--- src/hw/rtl/dda_pkg.sv ---
// Shared types and constants for the DDA line rasterizer.
// No dependencies; imported by dda_ctrl, dda_datapath and the top level.
package dda_pkg;

    localparam int DDA_COORD_BITS = 9;
    localparam int DDA_FRAC_BITS  = 16;

    localparam logic ACT_START = 1'b0;
    localparam logic ACT_STEP  = 1'b1;

    typedef enum logic {
        S_IDLE,
        S_DIVIDE
    } t_state;

    // controller -> datapath
    typedef struct packed {
        logic load;      // latch endpoints, set position, start divide
        logic div_step;  // one quotient bit for both axes
        logic step;      // pixel request accepted
    } t_cmd;

    // datapath -> controller
    typedef struct packed {
        logic len_zero;  // endpoints on the inputs coincide
        logic div_last;  // final quotient bit this cycle
        logic out_free;  // output register can take a pixel
    } t_status;

endpackage

--- src/hw/rtl/dda_ctrl.sv ---
// Controller for the DDA rasterizer: input handshake and divide sequencing.
// Depends on dda_pkg.
module dda_ctrl (
    input  logic             i_clk,
    input  logic             i_rst_n,
    input  logic             i_in_valid,
    input  logic             i_action,
    input  dda_pkg::t_status i_status,
    output logic             o_in_stall,
    output dda_pkg::t_cmd    o_cmd
);
    import dda_pkg::*;

    t_state r_state;
    t_state n_state;
    logic   w_accept;

    always_ff @(posedge i_clk) begin
        if (!i_rst_n) begin
            r_state <= S_IDLE;
        end else begin
            r_state <= n_state;
        end
    end

    always_comb begin
        n_state    = r_state;
        o_in_stall = 1'b1;
        o_cmd      = '0;
        w_accept   = 1'b0;
        unique case (r_state)
            S_IDLE: begin
                o_in_stall = !i_status.out_free;
                w_accept   = i_in_valid && i_status.out_free;
                if (w_accept) begin
                    if (i_action == ACT_START) begin
                        o_cmd.load = 1'b1;
                        if (!i_status.len_zero) begin
                            n_state = S_DIVIDE;
                        end
                    end else begin
                        o_cmd.step = 1'b1;
                    end
                end
            end
            S_DIVIDE: begin
                o_cmd.div_step = 1'b1;
                if (i_status.div_last) begin
                    n_state = S_IDLE;
                end
            end
            default: n_state = S_IDLE;
        endcase
    end

endmodule

--- src/hw/rtl/dda_datapath.sv ---
// Datapath for the DDA rasterizer: position accumulators, two-lane
// restoring divider for the increments, pixel counter, output register.
// Depends on dda_pkg.
module dda_datapath #(
    parameter int COORD_BITS = dda_pkg::DDA_COORD_BITS,
    parameter int FRAC_BITS  = dda_pkg::DDA_FRAC_BITS
) (
    input  logic                    i_clk,
    input  logic                    i_rst_n,
    input  dda_pkg::t_cmd           i_cmd,
    output dda_pkg::t_status        o_status,
    input  logic [COORD_BITS-1:0]   i_x_start,
    input  logic [COORD_BITS-1:0]   i_y_start,
    input  logic [COORD_BITS-1:0]   i_x_end,
    input  logic [COORD_BITS-1:0]   i_y_end,
    input  logic                    i_out_stall,
    output logic                    o_out_valid,
    output logic signed [COORD_BITS:0] o_pixel_x,
    output logic signed [COORD_BITS:0] o_pixel_y,
    output logic                    o_last_pixel
);
    import dda_pkg::*;

    localparam int CB = COORD_BITS;
    localparam int FB = FRAC_BITS;
    localparam int PW = CB + FB + 2;   // position width
    localparam int IW = FB + 2;        // increment width
    localparam int NW = CB + FB;       // dividend width = divide iterations
    localparam int KW = $clog2(NW);
    localparam logic [PW-1:0] HALF = {{(PW-FB){1'b0}}, 1'b1, {(FB-1){1'b0}}};

    // line setup from the input fields
    logic signed [CB:0] w_dx, w_dy, w_ndx, w_ndy;
    logic [CB-1:0]      w_adx, w_ady, w_len;
    logic [PW-1:0]      w_base_x, w_base_y;

    assign w_dx  = $signed({1'b0, i_x_end}) - $signed({1'b0, i_x_start});
    assign w_dy  = $signed({1'b0, i_y_end}) - $signed({1'b0, i_y_start});
    assign w_ndx = -w_dx;
    assign w_ndy = -w_dy;
    assign w_adx = w_dx[CB] ? w_ndx[CB-1:0] : w_dx[CB-1:0];
    assign w_ady = w_dy[CB] ? w_ndy[CB-1:0] : w_dy[CB-1:0];
    assign w_len = (w_adx > w_ady) ? w_adx : w_ady;
    assign w_base_x = {2'b00, i_x_start, {FB{1'b0}}};
    assign w_base_y = {2'b00, i_y_start, {FB{1'b0}}};

    // state
    logic [PW-1:0] r_pos_x, r_pos_y;
    logic [IW-1:0] r_inc_x, r_inc_y;
    logic [CB-1:0] r_pixels_left;
    logic [CB-1:0] r_len;
    logic [NW-1:0] r_num_x, r_num_y;   // dividend shifting out, quotient in
    logic [CB-1:0] r_rem_x, r_rem_y;
    logic          r_neg_x, r_neg_y;
    logic [KW-1:0] r_count;
    logic          r_out_valid;
    logic signed [CB:0] r_pixel_x, r_pixel_y;
    logic          r_last;

    // one restoring-division bit per lane
    logic [CB:0]   w_rsh_x, w_rsh_y, w_rsub_x, w_rsub_y;
    logic          w_q_x, w_q_y;
    logic [NW-1:0] w_quo_x, w_quo_y;
    logic [IW-1:0] w_mag_x, w_mag_y;

    assign w_rsh_x  = {r_rem_x, r_num_x[NW-1]};
    assign w_rsh_y  = {r_rem_y, r_num_y[NW-1]};
    assign w_rsub_x = w_rsh_x - {1'b0, r_len};
    assign w_rsub_y = w_rsh_y - {1'b0, r_len};
    assign w_q_x    = (w_rsh_x >= {1'b0, r_len});
    assign w_q_y    = (w_rsh_y >= {1'b0, r_len});
    assign w_quo_x  = {r_num_x[NW-2:0], w_q_x};
    assign w_quo_y  = {r_num_y[NW-2:0], w_q_y};
    assign w_mag_x  = w_quo_x[IW-1:0];
    assign w_mag_y  = w_quo_y[IW-1:0];

    // pixel from current position; floor is the arithmetic shift
    logic signed [CB+1:0] w_int_x, w_int_y;
    logic                 w_produce, w_out_free;

    assign w_int_x    = $signed(r_pos_x[PW-1:FB]);
    assign w_int_y    = $signed(r_pos_y[PW-1:FB]);
    assign w_produce  = i_cmd.step && (r_pixels_left != '0);
    assign w_out_free = !r_out_valid || !i_out_stall;

    always_ff @(posedge i_clk) begin
        if (!i_rst_n) begin
            r_pos_x       <= '0;
            r_pos_y       <= '0;
            r_inc_x       <= '0;
            r_inc_y       <= '0;
            r_pixels_left <= '0;
            r_count       <= '0;
            r_out_valid   <= 1'b0;
        end else begin
            if (i_cmd.load) begin
                r_pos_x       <= w_dx[CB] ? w_base_x - HALF :
                                 (w_dx != '0) ? w_base_x + HALF : w_base_x;
                r_pos_y       <= w_dy[CB] ? w_base_y - HALF :
                                 (w_dy != '0) ? w_base_y + HALF : w_base_y;
                r_inc_x       <= '0;
                r_inc_y       <= '0;
                r_pixels_left <= w_len;
                r_count       <= '0;
            end else if (i_cmd.div_step) begin
                r_count <= r_count + 1'b1;
                if (r_count == KW'(NW - 1)) begin
                    r_inc_x <= r_neg_x ? -w_mag_x : w_mag_x;
                    r_inc_y <= r_neg_y ? -w_mag_y : w_mag_y;
                end
            end else if (w_produce) begin
                r_pos_x       <= r_pos_x + {{(PW-IW){r_inc_x[IW-1]}}, r_inc_x};
                r_pos_y       <= r_pos_y + {{(PW-IW){r_inc_y[IW-1]}}, r_inc_y};
                r_pixels_left <= r_pixels_left - 1'b1;
            end

            if (w_produce) begin
                r_out_valid <= 1'b1;
            end else if (!i_out_stall) begin
                r_out_valid <= 1'b0;
            end
        end
    end

    // divider payload and output payload, no reset needed
    always_ff @(posedge i_clk) begin
        if (i_cmd.load) begin
            r_len   <= w_len;
            r_num_x <= {w_adx, {FB{1'b0}}};
            r_num_y <= {w_ady, {FB{1'b0}}};
            r_rem_x <= '0;
            r_rem_y <= '0;
            r_neg_x <= w_dx[CB];
            r_neg_y <= w_dy[CB];
        end else if (i_cmd.div_step) begin
            r_num_x <= w_quo_x;
            r_num_y <= w_quo_y;
            r_rem_x <= w_q_x ? w_rsub_x[CB-1:0] : w_rsh_x[CB-1:0];
            r_rem_y <= w_q_y ? w_rsub_y[CB-1:0] : w_rsh_y[CB-1:0];
        end
        if (w_produce) begin
            // clamp anything below -1 to -1
            r_pixel_x <= (w_int_x < $signed({(CB+2){1'b1}})) ? {(CB+1){1'b1}}
                                                             : w_int_x[CB:0];
            r_pixel_y <= (w_int_y < $signed({(CB+2){1'b1}})) ? {(CB+1){1'b1}}
                                                             : w_int_y[CB:0];
            r_last    <= (r_pixels_left == CB'(1));
        end
    end

    assign o_status.len_zero = (w_len == '0);
    assign o_status.div_last = (r_count == KW'(NW - 1));
    assign o_status.out_free = w_out_free;

    assign o_out_valid  = r_out_valid;
    assign o_pixel_x    = r_pixel_x;
    assign o_pixel_y    = r_pixel_y;
    assign o_last_pixel = r_last;

endmodule

--- src/hw/rtl/dda_line_rasterizer_core.sv ---
// DDA line rasterizer top level. Pixel requests are accepted back to back
// while the output register drains. A line start loads the endpoints, then
// runs the bit-per-cycle restoring divider for the increments while the input
// stalls; zero-length lines skip the divide. o_out_valid is registered and
// rises in the cycle after an accepted pixel request while pixels remain.
// Synchronous active-low reset clears position, increments and count.
module dda_line_rasterizer_core #(
    parameter int COORD_BITS = dda_pkg::DDA_COORD_BITS,
    parameter int FRAC_BITS  = dda_pkg::DDA_FRAC_BITS
) (
    input  logic                       i_clk,
    input  logic                       i_rst_n,
    input  logic                       i_in_valid,
    output logic                       o_in_stall,
    input  logic                       i_action,
    input  logic [COORD_BITS-1:0]      i_x_start,
    input  logic [COORD_BITS-1:0]      i_y_start,
    input  logic [COORD_BITS-1:0]      i_x_end,
    input  logic [COORD_BITS-1:0]      i_y_end,
    output logic                       o_out_valid,
    input  logic                       i_out_stall,
    output logic signed [COORD_BITS:0] o_pixel_x,
    output logic signed [COORD_BITS:0] o_pixel_y,
    output logic                       o_last_pixel
);
    import dda_pkg::*;

    t_cmd    w_cmd;
    t_status w_status;

    dda_ctrl u_ctrl (
        .i_clk      (i_clk),
        .i_rst_n    (i_rst_n),
        .i_in_valid (i_in_valid),
        .i_action   (i_action),
        .i_status   (w_status),
        .o_in_stall (o_in_stall),
        .o_cmd      (w_cmd)
    );

    dda_datapath #(
        .COORD_BITS (COORD_BITS),
        .FRAC_BITS  (FRAC_BITS)
    ) u_datapath (
        .i_clk        (i_clk),
        .i_rst_n      (i_rst_n),
        .i_cmd        (w_cmd),
        .o_status     (w_status),
        .i_x_start    (i_x_start),
        .i_y_start    (i_y_start),
        .i_x_end      (i_x_end),
        .i_y_end      (i_y_end),
        .i_out_stall  (i_out_stall),
        .o_out_valid  (o_out_valid),
        .o_pixel_x    (o_pixel_x),
        .o_pixel_y    (o_pixel_y),
        .o_last_pixel (o_last_pixel)
    );

endmodule
--- config.mk ---
export PLATFORM = sky130hd
export DESIGN_NAME = dda_line_rasterizer_core
export DESIGN_NICKNAME = d
export VERILOG_FILES = /design/src/hw/rtl/dda_pkg.sv /design/src/hw/rtl/dda_ctrl.sv /design/src/hw/rtl/dda_datapath.sv /design/src/hw/rtl/dda_line_rasterizer_core.sv
export SDC_FILE = /design/constraint.sdc
export NUM_CORES = 1
export LEC_CHECK = 0
export ABC_AREA = 1
export BUFFER_PORTS_ARGS = -buffer_cell sky130_fd_sc_hd__buf_2
export CORE_UTILIZATION = 40
export DETAILED_ROUTE_END_ITERATION = 12
export HOLD_SLACK_MARGIN = 0.1
export PLACE_DENSITY = 0.53
export SETUP_SLACK_MARGIN = 0.2
export SLEW_MARGIN = 20
export SYNTH_ARGS = -nofsm -noshare
export SYNTH_HDL_FRONTEND = slang
export SYNTH_SLANG_ARGS = --single-unit
--- constraint.sdc ---
create_clock -name i_clk -period 8.8 [get_ports i_clk]
set_clock_uncertainty 0.1 [all_clocks]
set_input_delay 0.44 -clock i_clk [delete_from_list [all_inputs] [get_ports i_clk]]
set_output_delay 0.44 -clock i_clk [all_outputs]
set_load 0.02 [all_outputs]
[Yosys cells after proc, flatten, opt, wreduce, memory -nomap -nowiden]
Cells that the tools add are included.
W data, S select, Z words.
Storage, ports and cells
  flip-flop bits (word level): 206
  input port bits: 41
  word-level logic and storage cells: 101
Cells by class
  $add $sub $neg: 16
  multiplexer cells: 39
  reductions and logical operators: 15
  bitwise operators: 2
  order comparisons: 5
  equal/unequal tests: 4
Operators by type and width (number)
  $mux W27: 10
  $mux W25: 4
  $mux W9: 8
  $add A27 B27 Y27: 2
  $add A25 B16 Y26 const B: 2
  $sub A25 B16 Y26 const B: 2
  $mux W18: 2
  $neg A18 Y18: 2
  $lt A11 B1 Y1 const B: 2
  $ge A10 B9 Y1: 2
  $reduce_bool A10 Y1: 2
  $sub A9 B9 Y10: 2
  $neg A9 Y9: 2
  $sub A9 B9 Y9: 2
  $mux W1: 14
  $eq A9 B1 Y1 const B: 1
  $gt A9 B9 Y1: 1
  $logic_not A9 Y1: 1
  $reduce_bool A9 Y1: 1
  $sub A9 B1 Y9 const B: 1
  $add A5 B1 Y5 const B: 1
  $eq A5 B5 Y1 const B: 1
  $ne A2 B1 Y1 const B: 2
  $reduce_and A2 Y1: 2
  7 further kinds: 12

[Longest topological paths before layout]
  depth after elaboration: 10
  mapped depth: 33
  depth with buffers taken out: 33

[Hierarchy]
Synthesis repeated with hierarchy kept, for this count alone.
Second synthesis, totals
  cell total of the unflattened synthesis: 2101
  area, all modules: 14641.5 µm²
Modules (own cells, without submodules)
  dda_datapath: instances 1, cells each 2087, area each 14555.2 µm²
  dda_ctrl: instances 1, cells each 14, area each 86.3 µm²

[Worst setup path before layout]
Ideal clock, no wire load.
  path kind: input-to-reg
  start point: input i_x_end[0]
  end point: register u_ctrl.r_state
  cell stages on the path: 29
  library setup time: 0.132 ns
  path buffers: 0
  arrival: 3.482 ns
  path slack: 5.086 ns
  path through: inv_1 > ha_1 > inv_1 > fa_1 > inv_1 > ha_1 > inv_1 > nor2_1 > nand3_1 > clkinv_1 > nand3_1 > nand2_1 > nand2_1 > nand2_1 > inv_1 > ha_1 > nand2_1 > nor2_1 > nand3b_1 > nand3_1 > nand2_2 > inv_2 > nand3_1 > nand2_1 > nand3_1 > a21oi_1 > nand3_1 > nand2_1 > a21oi_1
On the way
  longest elaborated chain between the ends: 10
RTL lines
  from (decl): RTL line dda_line_rasterizer_core.sv:18  | input logic [COORD_BITS-1:0] i_x_end,
  $sub A9 B9 Y10 *: RTL line dda_datapath.sv:37  | assign w_dx = $signed({1'b0, i_x_end}) - $signed({1'b0, i_x_start});
  $neg A9 Y9: RTL line dda_datapath.sv:39  | assign w_ndx = -w_dx;
  $mux W9 *: RTL line dda_datapath.sv:41  | assign w_adx = w_dx[CB] ? w_ndx[CB-1:0] : w_dx[CB-1:0];
  $gt A9 B9 Y1: RTL line dda_datapath.sv:43  | assign w_len = (w_adx > w_ady) ? w_adx : w_ady;
  $mux W9 *: RTL line dda_datapath.sv:43
  $logic_not A9 Y1 *: RTL line dda_datapath.sv:151  | assign o_status.len_zero = (w_len == '0);
  $mux W1 *: RTL line dda_ctrl.sv:38  | if (!i_status.len_zero) begin
  $mux W1 *: RTL line dda_ctrl.sv:36  | if (i_action == ACT_START) begin
  $mux W1 *: RTL line dda_ctrl.sv:35  | if (w_accept) begin
  $pmux W1 S2 *: RTL line dda_ctrl.sv:31  | unique case (r_state)
  to (signal assigned): RTL line dda_ctrl.sv:22  | r_state <= n_state;
  to (decl): RTL line dda_ctrl.sv:14  | t_state r_state;
Every way passes the cells marked *; elsewhere a longest branch is shown, timed or not.
A chain may end at the register's enable or synchronous reset.

[Worst setup path in the final report]
  start point: input i_x_start[0]
  end point: register u_ctrl.r_state
On the way
  longest elaborated chain between the ends: 10
RTL lines
  from (decl): RTL line dda_line_rasterizer_core.sv:16  | input logic [COORD_BITS-1:0] i_x_start,
  $sub A9 B9 Y10 *: RTL line dda_datapath.sv:37
  $neg A9 Y9: RTL line dda_datapath.sv:39
  $mux W9 *: RTL line dda_datapath.sv:41
  $gt A9 B9 Y1: RTL line dda_datapath.sv:43
  $mux W9 *: RTL line dda_datapath.sv:43
  net u_datapath.w_len[0]: RTL line dda_datapath.sv:34  | logic [CB-1:0] w_adx, w_ady, w_len;
  $logic_not A9 Y1 *: RTL line dda_datapath.sv:151
  $mux W1 *: RTL line dda_ctrl.sv:38
  $mux W1 *: RTL line dda_ctrl.sv:36
  $mux W1 *: RTL line dda_ctrl.sv:35
  $pmux W1 S2 *: RTL line dda_ctrl.sv:31
The timed path passes the listed nets; every way through them passes the cells marked *.

==> reports/metrics.csv <==
metric,value,unit
worstPathMaxFanout,9,
antenna_found_initial,0,
drt-total-wl,40860,um
n_antenna_cell,0,
grt_pass1_wl,65870,um
grt_pass1_vias,12480,
clock.fmax,256.6,MHz
worstMarginPinSlew,0.8620,ns
post_drt_wl_per_cell,16.12,um
start_util,40.95,%
pwr-share-seq,32.7,%
reg2reg_from,u_datapath.r_len[0],
holdWs,0.1744,ns
peakVddDrop,0.0001582,V
maxCapViolCount,0,
synth_cell_types,57,
synth-simple-area-share,23.18,%
rsz0062_at_grt,no,
cp.arrival,4.26,ns
grt_util_met1,32.01,%
synth_adder_area_share,10.26,%
grt_util_all_layers,22.72,%
synth-seq-cells,206,
drc,0,
syn_avg_cell_area,7.051,um2
dp.cells,2487,
grt_max_degree,68,
cts_tree,done,
outcome,completed,
finalPower,0.003547,W
hp-start,i_out_stall,
io_buffer_count,63,
synth_area,14210,um2
holdBufCountCts,0,
dieArea,36300,um2
die_h,190.5,um
power.switching,0.001295,W
via_per_inst,5.273,
cts_htree_levels,1,
synth_compound_area_share,21.21,%
synth_mux_area_share,0,%
final-setup-viol-count,0,
post_cts_buffers,0,
ctsResizeCount,0,
swShare,36.51,%
crit_required,9.16,ns
hp-class,primary input to flop,
overflow,0,
yosys_warnings,0,
p_leak,7.400,nW
worstSetupStartpoint,i_x_start[0],
tns,0,ns
use_met2,37.10,%
relSlewSlack,41.91,%
start_kind,primary input,
worst-setup-path-type,primary input to flop,
drtAntennaViolNets,0,
pwr-share-clk,33.2,%
vias,13370,
clk_path_buf_depth,3,
die-width,190.5,um
min_period,3.897,ns
stdcell_count,2535,
synth_top_flop_cell,dfxtp_1,
syn_inst,2016,
busiest_layer,met2,
period_share,44.29,%
async_flop_share,0,%
synth_top_family_by_area,simple AND/OR/NAND/NOR gates,
power_density,222.9,nW/um2
root_buffer,clkbuf_16,
synth_edf_count,50,
cts_made_buffers,26,
syn-num-nets,2170,
first_pass_iters,6,
drt_iter0_markers,925,
clkLatencyLatePin,0.53,ns
synth-xor-area-share,3.389,%
cp-end-kind,flop,
comb_power_share,34.1,%
io_pins,64,
cts_sinks,206,
drv_slew,0,
gr-usage-met3,2.190,%
final_nets,2214,
post-dp-hpwl,30870,um
place_congestion,0.9144,
layout-drive-gt1-share,8.894,%
area_growth,11.94,%
synth-seq-area-share,32.53,%
core_area,34710,um2
path_clk_slew,0.06,ns
row_count,68,
p_int,0.002252,W
hold_viol_final,0,
## synthesized netlist by cell type, drive strengths merged, types with 4 or more instances
master / number / area share (%)
o221ai: 5 / 0.31
o21bai: 9 / 0.48
edfxtp: 50 / 11
nor3: 27 / 1.1
a21oi: 222 / 7.9
or2: 16 / 0.70
o22ai: 38 / 1.7
inv: 288 / 7.6
o21a: 9 / 0.48
dfxtp: 156 / 22
clkbuf: 40 / 1.1
nor2: 125 / 3.5
o211ai: 16 / 0.85
nand4: 23 / 1.1
a22o: 4 / 0.25
o21ai: 187 / 6.7
xnor2: 11 / 0.68
a31oi: 17 / 0.75
fa: 6 / 0.85
buf: 18 / 0.71
nand2: 426 / 12
a21boi: 4 / 0.24
ha: 107 / 9.4
xor2: 44 / 2.7
nor4: 5 / 0.22
a21o: 9 / 0.48
o31ai: 7 / 0.37
nand3b: 4 / 0.21
nand3: 127 / 4.7
## sequential cells by signal, indices dropped and copies added (netlist names)
register,flops
u_datapath.r_pos_x,27
u_datapath.r_pos_y,27
u_datapath.r_num_x,25
u_datapath.r_num_y,25
u_datapath.r_inc_x,18
u_datapath.r_inc_y,18
u_datapath.o_pixel_x,10
u_datapath.o_pixel_y,10
u_datapath.r_len,9
u_datapath.r_pixels_left,9
u_datapath.r_rem_x,9
u_datapath.r_rem_y,9
u_datapath.r_count,5
u_ctrl.r_state,1
u_datapath.o_last_pixel,1
u_datapath.o_out_valid,1
u_datapath.r_neg_x,1
u_datapath.r_neg_y,1
## path summary, 6_finish.rpt
check | end | cells past startpoint | slack [ns]
worst max register to register | u_datapath.r_inc_x[16] | 20 | 5.18
worst min-delay path | u_datapath.o_out_valid | 3 | 0.17
worst max-delay path | u_ctrl.r_state | 28 | 4.90
worst min register to register | u_datapath.r_pos_x[3] | 2 | 0.37
## worst max-delay path, stage by stage
cell and delay (ns):
buf_2 0.12, ha_1 0.19, inv_1 0.13, fa_1 0.45
inv_1 0.09, ha_1 0.16, inv_1 0.04, nor2_1 0.16
nand3_1 0.12, clkinv_1 0.08, nand3_1 0.11, nand2_1 0.08
nand2_1 0.05, nand2_1 0.13, inv_1 0.06, ha_1 0.29
nand2_1 0.08, nor2_1 0.14, nand3b_1 0.09, nand3_1 0.16
nand2_2 0.16, o21ai_0 0.43, nor2_1 0.10, nand2_1 0.08
nor2_1 0.04, nand3_1 0.06, nand2_1 0.05, a21oi_1 0.14
## kinds of logic (layout without fill, tap and decap cells)
group / count (synthesis) / after routing
and+or+nand+nor: 757 / 757
xor gates and xnor gates: 55 / 55
buffers and inverters: 347 / 411
AOI/OAI and AO/OA: 538 / 538
adders and majority gates: 113 / 113
DFF: 206 / 206
## per-stage QoR
stage          instance area (um2)  setup slack (ns)  util [%]
2_1_floorplan                14210             5.086         -
3_3_place_gp                 14950             4.537     43.08
3_5_place_dp                 14950             4.429     43.08
4_1_cts                      15910             4.943     45.84
5_1_grt                      15910             4.541     45.84
6_report                     15910             4.903     45.84
## cell usage in the layout, fill, tap and decap left out, types with 14 or more instances in the layout
cell type  count
o21ai_0      174
a31oi_1       17
edfxtp_1      50
nand4_1       22
nand2_2       14
nand2_1      411
dfxtp_1      156
clkbuf_16     28
buf_2         63
or2_2         16
ha_1         107
xor2_1        44
a21oi_1      217
nand3_1      124
o211ai_1      16
inv_1        278
nor2_1       114
nor3_1        23
o22ai_1       38
## metal layers
metal	vias to the layer above	routed length [um]
met5	-	0
met4	0	727
met3	49	1731
met2	284	18410
met1	6137	19990
li1	6896	-
## power groups by stage
stage | registers [W] | logic (W) | clock network (W)
6_report | 0.00116 | 0.00121 | 0.00118
3_5_place_dp | 0.00118 | 0.00121 | 0
3_3_place_gp | 0.00118 | 0.00120 | 0
5_1_grt | 0.00117 | 0.00137 | 0.00124
4_1_cts | 0.00116 | 0.00121 | 0.00121
2_1_floorplan | 0.00117 | 0.000896 | 0
## cell type report
cell class,count,area (um2)
inverters,289,1087
well taps,455,569.3
repair buffers,74,397.9
multi-input cells,1463,8274
clock inverters,11,183.9
fillers,3644,18800
flip-flops and latches,206,4624
clock buffers,37,774.5
Note: power is estimated with default switching activity, not from simulation.
